===== config.mk =====
export PLATFORM = sky130hd
export DESIGN_NAME = button_press_classifier
export DESIGN_NICKNAME = d
export VERILOG_FILES = /design/src/rtl/bpc_pkg.sv /design/src/rtl/button_press_classifier.sv /design/src/rtl/bpc_cfg_regs.sv /design/src/rtl/bpc_core.sv
export SDC_FILE = /design/constraint.sdc
export NUM_CORES = 1
export LEC_CHECK = 0
export BUFFER_PORTS_ARGS = -buffer_cell sky130_fd_sc_hd__buf_4
export CAP_MARGIN = 20
export CORE_ASPECT_RATIO = 1.75
export CORE_MARGIN = 3
export CORE_UTILIZATION = 41
export DETAILED_ROUTE_END_ITERATION = 8
export PLACE_DENSITY_LB_ADDON = 0.1
export SETUP_SLACK_MARGIN = 0.05
export SYNTH_ARGS = -nofsm -noshare
export SYNTH_HDL_FRONTEND = slang
export SYNTH_SLANG_ARGS = --single-unit

===== constraint.sdc =====
create_clock -name i_clk -period 23.5 [get_ports i_clk]
set_input_delay 1.175 -clock i_clk [delete_from_list [all_inputs] [get_ports i_clk]]
set_output_delay 1.175 -clock i_clk [all_outputs]
set_load 0.01 [all_outputs]

===== src/rtl/bpc_pkg.sv =====
// bpc_pkg: shared types and constants of the button press classifier
// no dependencies; used by bpc_cfg_regs, bpc_core and button_press_classifier
`timescale 1ns / 1ps

package bpc_pkg;

    localparam int unsigned TimeW   = 32;
    localparam int unsigned CfgW    = 16;
    localparam int unsigned CfgIdxW = 3;
    localparam int unsigned BtnW    = 8;
    localparam int unsigned InDataW  = 40;
    localparam int unsigned OutDataW = 16;

    typedef enum logic [CfgIdxW-1:0] {
        REG_ACTIVE_HIGH     = 3'd0,
        REG_BUTTON_NUMBER   = 3'd1,
        REG_DEBOUNCE_TIME   = 3'd2,
        REG_SHORT_LIMIT     = 3'd3,
        REG_LONG_TIME       = 3'd4,
        REG_REPEAT_START    = 3'd5,
        REG_REPEAT_DEC      = 3'd6,
        REG_REPEAT_MIN      = 3'd7
    } t_reg_idx;

    typedef enum logic [1:0] {
        MODE_IDLE      = 2'd0,
        MODE_DEBOUNCE  = 2'd1,
        MODE_HOLD      = 2'd2,
        MODE_HOLD_LONG = 2'd3
    } t_mode;

    typedef struct packed {
        logic            active_high;
        logic [BtnW-1:0] button_number;
        logic [CfgW-1:0] debounce_time;
        logic [CfgW-1:0] short_press_limit;
        logic [CfgW-1:0] long_press_time;
        logic [CfgW-1:0] repeat_start_interval;
        logic [CfgW-1:0] repeat_decrement;
        logic [CfgW-1:0] repeat_min_interval;
    } t_cfg;

    typedef struct packed {
        logic repeat_hit;
        logic long_press;
        logic short_press;
        logic released;
        logic pressed;
    } t_events;

endpackage


===== src/rtl/button_press_classifier.sv =====
// button_press_classifier: top level with input register, classifier core and result register
// depends on bpc_pkg, bpc_cfg_regs and bpc_core
`timescale 1ns / 1ps

// One request is one poll of the button: raw pin level and a wrapping millisecond
// timestamp; each request yields exactly one result carrying the event flags and the
// configured button number. A request is taken into an input register, classified
// against the press state and written to the result register, so the block takes
// one request per cycle while the output side is not stalled. Configuration must be
// written through i_cfg_wr_en, i_cfg_index and i_cfg_wdata only while no request is
// in flight; the block itself does not enforce this.

module button_press_classifier (
    input  logic                               i_clk,
    input  logic                               i_rst_n,
    input  logic                               i_cfg_wr_en,
    input  logic [bpc_pkg::CfgIdxW-1:0]        i_cfg_index,
    input  logic [bpc_pkg::CfgW-1:0]           i_cfg_wdata,
    input  logic                               s_axis_tvalid,
    output logic                               s_axis_tready,
    // pin_level [0], now_ms [32:1], zero [39:33]
    input  logic [bpc_pkg::InDataW-1:0]        s_axis_tdata,
    output logic                               m_axis_tvalid,
    input  logic                               m_axis_tready,
    // pressed [0], released [1], short_press [2], long_press [3], repeat [4],
    // event_button [12:5], zero [15:13]
    output logic [bpc_pkg::OutDataW-1:0]       m_axis_tdata
);

    bpc_pkg::t_cfg    cfg;
    bpc_pkg::t_events events;

    logic                          r_in_valid;
    logic                          r_in_level;
    logic [bpc_pkg::TimeW-1:0]     r_in_now;
    logic                          r_out_valid;
    bpc_pkg::t_events              r_out_events;
    logic [bpc_pkg::BtnW-1:0]      r_out_button;

    logic out_free;
    logic adv;
    logic in_take;

    assign out_free      = !r_out_valid || m_axis_tready;
    assign adv           = r_in_valid && out_free;
    assign s_axis_tready = !r_in_valid || out_free;
    assign in_take       = s_axis_tvalid && s_axis_tready;

    bpc_cfg_regs u_cfg (
        .i_clk       (i_clk),
        .i_rst_n     (i_rst_n),
        .i_cfg_wr_en (i_cfg_wr_en),
        .i_cfg_index (i_cfg_index),
        .i_cfg_wdata (i_cfg_wdata),
        .o_cfg       (cfg)
    );

    bpc_core u_core (
        .i_clk       (i_clk),
        .i_rst_n     (i_rst_n),
        .i_adv       (adv),
        .i_pin_level (r_in_level),
        .i_now_ms    (r_in_now),
        .i_cfg       (cfg),
        .o_events    (events)
    );

    always_ff @(posedge i_clk) begin
        if (!i_rst_n) begin
            r_in_valid  <= 1'b0;
            r_out_valid <= 1'b0;
        end else begin
            if (in_take) begin
                r_in_valid <= 1'b1;
            end else if (adv) begin
                r_in_valid <= 1'b0;
            end
            if (adv) begin
                r_out_valid <= 1'b1;
            end else if (m_axis_tready) begin
                r_out_valid <= 1'b0;
            end
        end
    end

    always_ff @(posedge i_clk) begin
        if (in_take) begin
            r_in_level <= s_axis_tdata[0];
            r_in_now   <= s_axis_tdata[bpc_pkg::TimeW:1];
        end
        if (adv) begin
            r_out_events <= events;
            r_out_button <= cfg.button_number;
        end
    end

    assign m_axis_tvalid = r_out_valid;
    assign m_axis_tdata  = {3'b000, r_out_button, r_out_events.repeat_hit,
                            r_out_events.long_press, r_out_events.short_press,
                            r_out_events.released, r_out_events.pressed};

endmodule


===== src/rtl/bpc_cfg_regs.sv =====
// bpc_cfg_regs: configuration register file written through the plain write port
// depends on bpc_pkg
`timescale 1ns / 1ps

module bpc_cfg_regs (
    input  logic                         i_clk,
    input  logic                         i_rst_n,
    input  logic                         i_cfg_wr_en,
    input  logic [bpc_pkg::CfgIdxW-1:0]  i_cfg_index,
    input  logic [bpc_pkg::CfgW-1:0]     i_cfg_wdata,
    output bpc_pkg::t_cfg                o_cfg
);

    bpc_pkg::t_cfg r_cfg;
    bpc_pkg::t_cfg n_cfg;

    always_comb begin
        n_cfg = r_cfg;
        if (i_cfg_wr_en) begin
            case (bpc_pkg::t_reg_idx'(i_cfg_index))
                bpc_pkg::REG_ACTIVE_HIGH:   n_cfg.active_high = i_cfg_wdata[0];
                bpc_pkg::REG_BUTTON_NUMBER: n_cfg.button_number = i_cfg_wdata[bpc_pkg::BtnW-1:0];
                bpc_pkg::REG_DEBOUNCE_TIME: n_cfg.debounce_time = i_cfg_wdata;
                bpc_pkg::REG_SHORT_LIMIT:   n_cfg.short_press_limit = i_cfg_wdata;
                bpc_pkg::REG_LONG_TIME:     n_cfg.long_press_time = i_cfg_wdata;
                bpc_pkg::REG_REPEAT_START:  n_cfg.repeat_start_interval = i_cfg_wdata;
                bpc_pkg::REG_REPEAT_DEC:    n_cfg.repeat_decrement = i_cfg_wdata;
                bpc_pkg::REG_REPEAT_MIN:    n_cfg.repeat_min_interval = i_cfg_wdata;
                default:                    n_cfg = r_cfg;
            endcase
        end
    end

    always_ff @(posedge i_clk) begin
        if (!i_rst_n) begin
            r_cfg.active_high           <= 1'b0;
            r_cfg.button_number         <= '0;
            r_cfg.debounce_time         <= bpc_pkg::CfgW'(20);
            r_cfg.short_press_limit     <= bpc_pkg::CfgW'(1000);
            r_cfg.long_press_time       <= bpc_pkg::CfgW'(3000);
            r_cfg.repeat_start_interval <= bpc_pkg::CfgW'(700);
            r_cfg.repeat_decrement      <= bpc_pkg::CfgW'(50);
            r_cfg.repeat_min_interval   <= bpc_pkg::CfgW'(100);
        end else begin
            r_cfg <= n_cfg;
        end
    end

    assign o_cfg = r_cfg;

endmodule


===== src/rtl/bpc_core.sv =====
// bpc_core: press state machine with timestamps and auto-repeat interval
// depends on bpc_pkg; state advances once per request taken from the input register
`timescale 1ns / 1ps

module bpc_core (
    input  logic                         i_clk,
    input  logic                         i_rst_n,
    input  logic                         i_adv,
    input  logic                         i_pin_level,
    input  logic [bpc_pkg::TimeW-1:0]    i_now_ms,
    input  bpc_pkg::t_cfg                i_cfg,
    output bpc_pkg::t_events             o_events
);

    bpc_pkg::t_mode r_mode, n_mode;
    logic           r_last_level, n_last_level;
    logic [bpc_pkg::TimeW-1:0] r_debounce_start, n_debounce_start;
    logic [bpc_pkg::TimeW-1:0] r_press_start, n_press_start;
    logic [bpc_pkg::TimeW-1:0] r_repeat_start, n_repeat_start;
    logic [bpc_pkg::CfgW-1:0]  r_repeat_interval, n_repeat_interval;

    logic level;
    logic rising_press;
    logic release_edge;
    logic [bpc_pkg::TimeW-1:0] since_debounce;
    logic [bpc_pkg::TimeW-1:0] since_press;
    logic [bpc_pkg::TimeW-1:0] since_repeat;
    logic debounce_done;
    logic is_short;
    logic long_due;
    logic repeat_due;
    logic [bpc_pkg::CfgW-1:0] interval_dec;
    logic [bpc_pkg::CfgW-1:0] interval_next;
    bpc_pkg::t_events ev;

    assign level          = i_pin_level ^ i_cfg.active_high;
    assign rising_press   = !level && r_last_level;
    assign release_edge   = level && !r_last_level;
    assign since_debounce = i_now_ms - r_debounce_start;
    assign since_press    = i_now_ms - r_press_start;
    assign since_repeat   = i_now_ms - r_repeat_start;
    assign debounce_done  = since_debounce >= bpc_pkg::TimeW'(i_cfg.debounce_time);
    assign is_short       = since_press <= bpc_pkg::TimeW'(i_cfg.short_press_limit);
    assign long_due       = since_press >= bpc_pkg::TimeW'(i_cfg.long_press_time);
    assign repeat_due     = since_repeat >= bpc_pkg::TimeW'(r_repeat_interval);

    // saturating decrement, clamped up to the minimum
    assign interval_dec  = (r_repeat_interval > i_cfg.repeat_decrement)
                         ? r_repeat_interval - i_cfg.repeat_decrement : '0;
    assign interval_next = (interval_dec <= i_cfg.repeat_min_interval)
                         ? i_cfg.repeat_min_interval : interval_dec;

    always_comb begin
        n_mode            = r_mode;
        n_last_level      = r_last_level;
        n_debounce_start  = r_debounce_start;
        n_press_start     = r_press_start;
        n_repeat_start    = r_repeat_start;
        n_repeat_interval = r_repeat_interval;
        ev                = '0;
        case (r_mode)
            bpc_pkg::MODE_IDLE: begin
                if (rising_press) begin
                    n_debounce_start = i_now_ms;
                    n_mode           = bpc_pkg::MODE_DEBOUNCE;
                end
            end
            bpc_pkg::MODE_DEBOUNCE: begin
                if (debounce_done) begin
                    if (rising_press) begin
                        ev.pressed        = 1'b1;
                        n_press_start     = i_now_ms;
                        n_last_level      = 1'b0;
                        n_repeat_start    = i_now_ms;
                        n_repeat_interval = i_cfg.repeat_start_interval;
                        n_mode            = bpc_pkg::MODE_HOLD;
                    end else if (release_edge) begin
                        ev.short_press = is_short;
                        ev.released    = 1'b1;
                        n_last_level   = 1'b1;
                        n_mode         = bpc_pkg::MODE_IDLE;
                    end else begin
                        n_last_level = 1'b1;
                        n_mode       = bpc_pkg::MODE_IDLE;
                    end
                end
            end
            bpc_pkg::MODE_HOLD: begin
                if (release_edge) begin
                    n_mode           = bpc_pkg::MODE_DEBOUNCE;
                    n_debounce_start = i_now_ms;
                end else if (long_due) begin
                    ev.long_press = 1'b1;
                    n_mode        = bpc_pkg::MODE_HOLD_LONG;
                end else if (repeat_due) begin
                    ev.repeat_hit     = 1'b1;
                    n_repeat_interval = interval_next;
                    n_repeat_start    = i_now_ms;
                end
            end
            default: begin
                if (release_edge) begin
                    n_mode           = bpc_pkg::MODE_DEBOUNCE;
                    n_debounce_start = i_now_ms;
                end else if (repeat_due) begin
                    ev.repeat_hit     = 1'b1;
                    n_repeat_interval = interval_next;
                    n_repeat_start    = i_now_ms;
                end
            end
        endcase
    end

    always_ff @(posedge i_clk) begin
        if (!i_rst_n) begin
            r_mode       <= bpc_pkg::MODE_IDLE;
            r_last_level <= 1'b1;
        end else if (i_adv) begin
            r_mode       <= n_mode;
            r_last_level <= n_last_level;
        end
    end

    always_ff @(posedge i_clk) begin
        if (i_adv) begin
            r_debounce_start  <= n_debounce_start;
            r_press_start     <= n_press_start;
            r_repeat_start    <= n_repeat_start;
            r_repeat_interval <= n_repeat_interval;
        end
    end

    assign o_events = ev;

    a_press_enters_hold: assert property (@(posedge i_clk) disable iff (!i_rst_n)
        (i_adv && ev.pressed) |=> (r_mode == bpc_pkg::MODE_HOLD && !r_last_level))
        else $error("press event did not enter hold");

    a_release_to_idle: assert property (@(posedge i_clk) disable iff (!i_rst_n)
        (i_adv && ev.released) |=> (r_mode == bpc_pkg::MODE_IDLE && r_last_level))
        else $error("release event did not return to idle");

    a_long_enters_hold_long: assert property (@(posedge i_clk) disable iff (!i_rst_n)
        (i_adv && ev.long_press) |=> (r_mode == bpc_pkg::MODE_HOLD_LONG))
        else $error("long press did not enter hold after long press");

    a_short_needs_release: assert property (@(posedge i_clk) disable iff (!i_rst_n)
        ev.short_press |-> (ev.released && r_mode == bpc_pkg::MODE_DEBOUNCE))
        else $error("short press without release");

    a_state_holds_when_idle: assert property (@(posedge i_clk) disable iff (!i_rst_n)
        !i_adv |=> ($stable(r_mode) && $stable(r_last_level)))
        else $error("state changed without a request");

endmodule

==> summary.md <==
| Metric | Value |
|---|---|
| R2R depth | `24` |
| Fillers | `4221` |
| First-pass GRT wire length | `79400 µm` |
| Initial Util | `0.416` |
| Clock buffer depth | `3` |
| Status | `finished clean` |
| Clk Latency, worst-skew pair | `around 570 ps` |
| Internal power | `around 850 µW` |
| FMAX | `0.156 GHz` |
| Period minus WS final | `around 6400 ps` |
| Period utilization | `0.273` |
| Antenna cells | `0` |
| Clock Power Share | `0.373` |
| VDD IR max | `0.0000516 V` |
| Final GP Congestion | `0.881` |
| # Max-Cap Violations | `0` |
| P_sw | `332 µW` |
| Sequential Power Share | `0.445` |
| TritonCTS Buffers | `28` |
| CP startpoint | `r_in_now[0]` |
| Actual slew at the worst max-slew pin | `1030 ps` |
| Area growth, synth to finish | `11.5%` |
| DRC | `0` |
| CTS sink cnt | `268` |
| Slew HR | `0.316` |
| M1 WL | `19600 µm` |
| Metal2 WL | `26700 µm` |
| Synth async-reset ratio | `0` |
| Post-synth EDFFs | `around 160` |
| Final setup TNS | `0 ps` |
| Count of different cell masters after synthesis | `88` |
| Post-Syn Area | `17700 µm²` |
| Total number of vias | `14200` |
| CTS tree | `done` |
| Power density over the cells | `59.7 nW/µm²` |
| DR vias/cell | `5.45` |
| Final setup violation count | `0` |
| Crit Reg-Reg Endpoint | `u_core.r_repeat_start[28]` |
| Met3 WL | `about 1400 µm` |
| RSZ-0062 raised after global routing | `no` |
| Core ar. | `42500 µm²` |
| WP data arrival | `6630 ps` |
| Worst setup margin | `17080 ps` |
| Origin of the critical flop-to-flop path | `r_in_now[0]` |
| Commonest cells after routing, fill and taps aside | `nand2_1, inv_1, ha_1` |
| Comb pwr share | `0.182` |
| Critical path type | `flop to flop` |
| Hold depth | `0` |
| DR top layer | `met4` |
| Count of warnings emitted by yosys | `0` |
| Crit path to | `u_core.r_repeat_start[28]` |
| Final Hold Fails | `0` |
| CP required | `between 20000 and 25000 ps` |
| CP max FO | `48` |
| DRT Pass-1 Iters | `5` |
| Syn avg cell area | `9.06 µm²` |
| Initial antenna violation count | `0` |
| Die footprint | `45800 µm²` |
| Final Max Tran Viols | `0` |
| Die width | `163 µm` |
| Total track usage | `0.222` |
| CP startpoint kind | `flop` |
| Clock Skews | `16.7 ps` |
| Place WS | `17030 ps` |
| Layout Nets | `2276` |
| DR iter-0 viols | `693` |
| Area leader, netlist | `edfxtp_1` |
| Post-synthesis sequential area ratio | `0.393` |
| #FFs+latches synth | `268` |
| Switching part of the total | `0.281` |
| Share of layout cells above drive strength 1 | `0.0810` |
| Largest net degree at the start of global routing | `~110` |
| Synthesized netlist cell count | `1953` |
| Die Y | `281 µm` |
| Hold Buf Count CTS | `0` |
| GRT Residual Overflow | `0` |
| H-tree depth | `1` |
| Vias in the first global route | `14300` |
| Io pins | `82` |
| Worst-path clk slew | `60 ps` |
| Main synth FF type | `edfxtp_1` |
| DP HPWL | `a little under 40000 µm` |
| Post-CTS setup buffer count | `0` |
| Site row count | `100` |
| DRT Wirelength | `50800 µm` |
| Detail Route Antenna Nets | `0` |
| Post-layout util | `0.464` |
| Most common cell after layout, fill and taps aside | `nand2_1` |
| Input/output buffers | `71` |
| Worst reg-to-reg setup slack | `approximately 17000 ps` |
| Routed length per instance | `slightly below 20 µm` |
| Critical Path Sink Type | `flop` |
| Top cells by area in the synthesized netlist | `edfxtp_1, ha_1, dfxtp_1` |
| Leak pwr | `0.00803 µW` |
| Share of the synthesized area in the top cell type | `0.268` |
| Hold Crit Class | `flop to flop` |
| Root Buffer | `clkbuf_16` |
| Post-CTS Resized | `0` |
-- per-stage QoR --
stage	power [µW]	std cells	cell area [µm²]	hold slack [ps]
global route	1240	2597	19700	444
CTS	1190	2596	19700	434
global placement	746	2544	18800	412
floorplan	680	1955	17700	408
detailed placement	748	2544	18800	420
finish	1180	2597	19700	434
-- power groups by stage --
| stage | sequential [µW] | clock (µW) | combinational (µW) |
|---|---|---|---|
| after floorplan | 529 | 0 | 151 |
| after global placement | 535 | 0 | 211 |
| after detailed placement | 535 | 0 | 213 |
| after CTS | 524 | 454 | 215 |
| after global routing | 525 | 470 | 241 |
| final | 524 | 440 | 214 |
-- layer usage --
metal,global-route usage,vias to the layer above
li1,-,7086
met3,0.0206,117
met5,0,-
met2,0.420,257
met1,0.241,6697
met4,0.115,0
-- worst max-delay path, stage by stage (launching register included) --
cell and delay [ps]:
edfxtp_1 520, inv_1 280, ha_1 220, inv_1 50, fa_1 430, a211oi_2 280, o21ai_2 140, nand2_1 90
a21oi_1 70, nor2_1 200, o21bai_1 120, xor2_1 150, ha_1 190, a21oi_1 150, o221ai_1 130, nor4_1 300
o211ai_1 120, a2111oi_0 360, or4b_1 490, nor4_2 250, o2111ai_1 500, or2_4 450, nand2_1 120, a211oi_4 40
buf_4 360
-- worst min path at each step --
| stage | from | slack (ps) | to |
|---|---|---|---|
| global route | u_cfg.o_cfg[101] | 440 | r_out_button[5] |
| finish | u_cfg.o_cfg[101] | 430 | r_out_button[5] |
| floorplan | u_cfg.o_cfg[96] | 410 | r_out_button[0] |
| detailed placement | u_cfg.o_cfg[101] | 420 | r_out_button[5] |
| global placement | u_cfg.o_cfg[101] | 410 | r_out_button[5] |
| CTS | u_cfg.o_cfg[101] | 430 | r_out_button[5] |
-- flip-flops by register name (all words and copies together), names as in the netlist, 2 cells and up --
register and count:
u_core.r_debounce_start 32, u_core.r_repeat_interval 16, u_core.r_mode 2, u_core.r_press_start 32, r_out_button 8, u_cfg.o_cfg 105
u_core.r_repeat_start 32, r_in_now 32, m_axis_tdata 5
-- logic make-up (layout without fill, tap and decap cells) --
group                    count (synthesis)  count (layout)  synth area share
adder cells (fa/ha/maj)                198             198             0.142
other                                    1               3          0.000212
AO/OA/AOI/OAI                          520             520             0.199
AND/OR/NAND/NOR                        596             596             0.157
flip-flops                             268             268             0.393
buffers and inverters                  274             355            0.0607
XOR/XNOR                                82              82            0.0406
multiplexers                            14              14           0.00799
-- cell usage after synthesis (all sizes together) (28+ instances only) --
library cell  number
a21boi            75
a21o              53
a21oi            129
clkbuf            52
dfxtp            110
edfxtp           158
ha               194
inv              213
nand2            293
nand3             49
nand4             28
nor2              69
nor3              33
o211ai            40
o21ai             79
xnor2             49
xor2              33
-- final cells by class --
type,instances,area (µm²),area share
tap,561,702,0.0356
clock inverter,11,87.6,0.00444
multi-input combinational,1413,9710,0.492
sequential,268,6950,0.352
timing repair buffer,89,681,0.0345
inverter,214,803,0.0407
clock buffer,41,802,0.0406
Note: power is estimated with default switching activity, not from simulation.
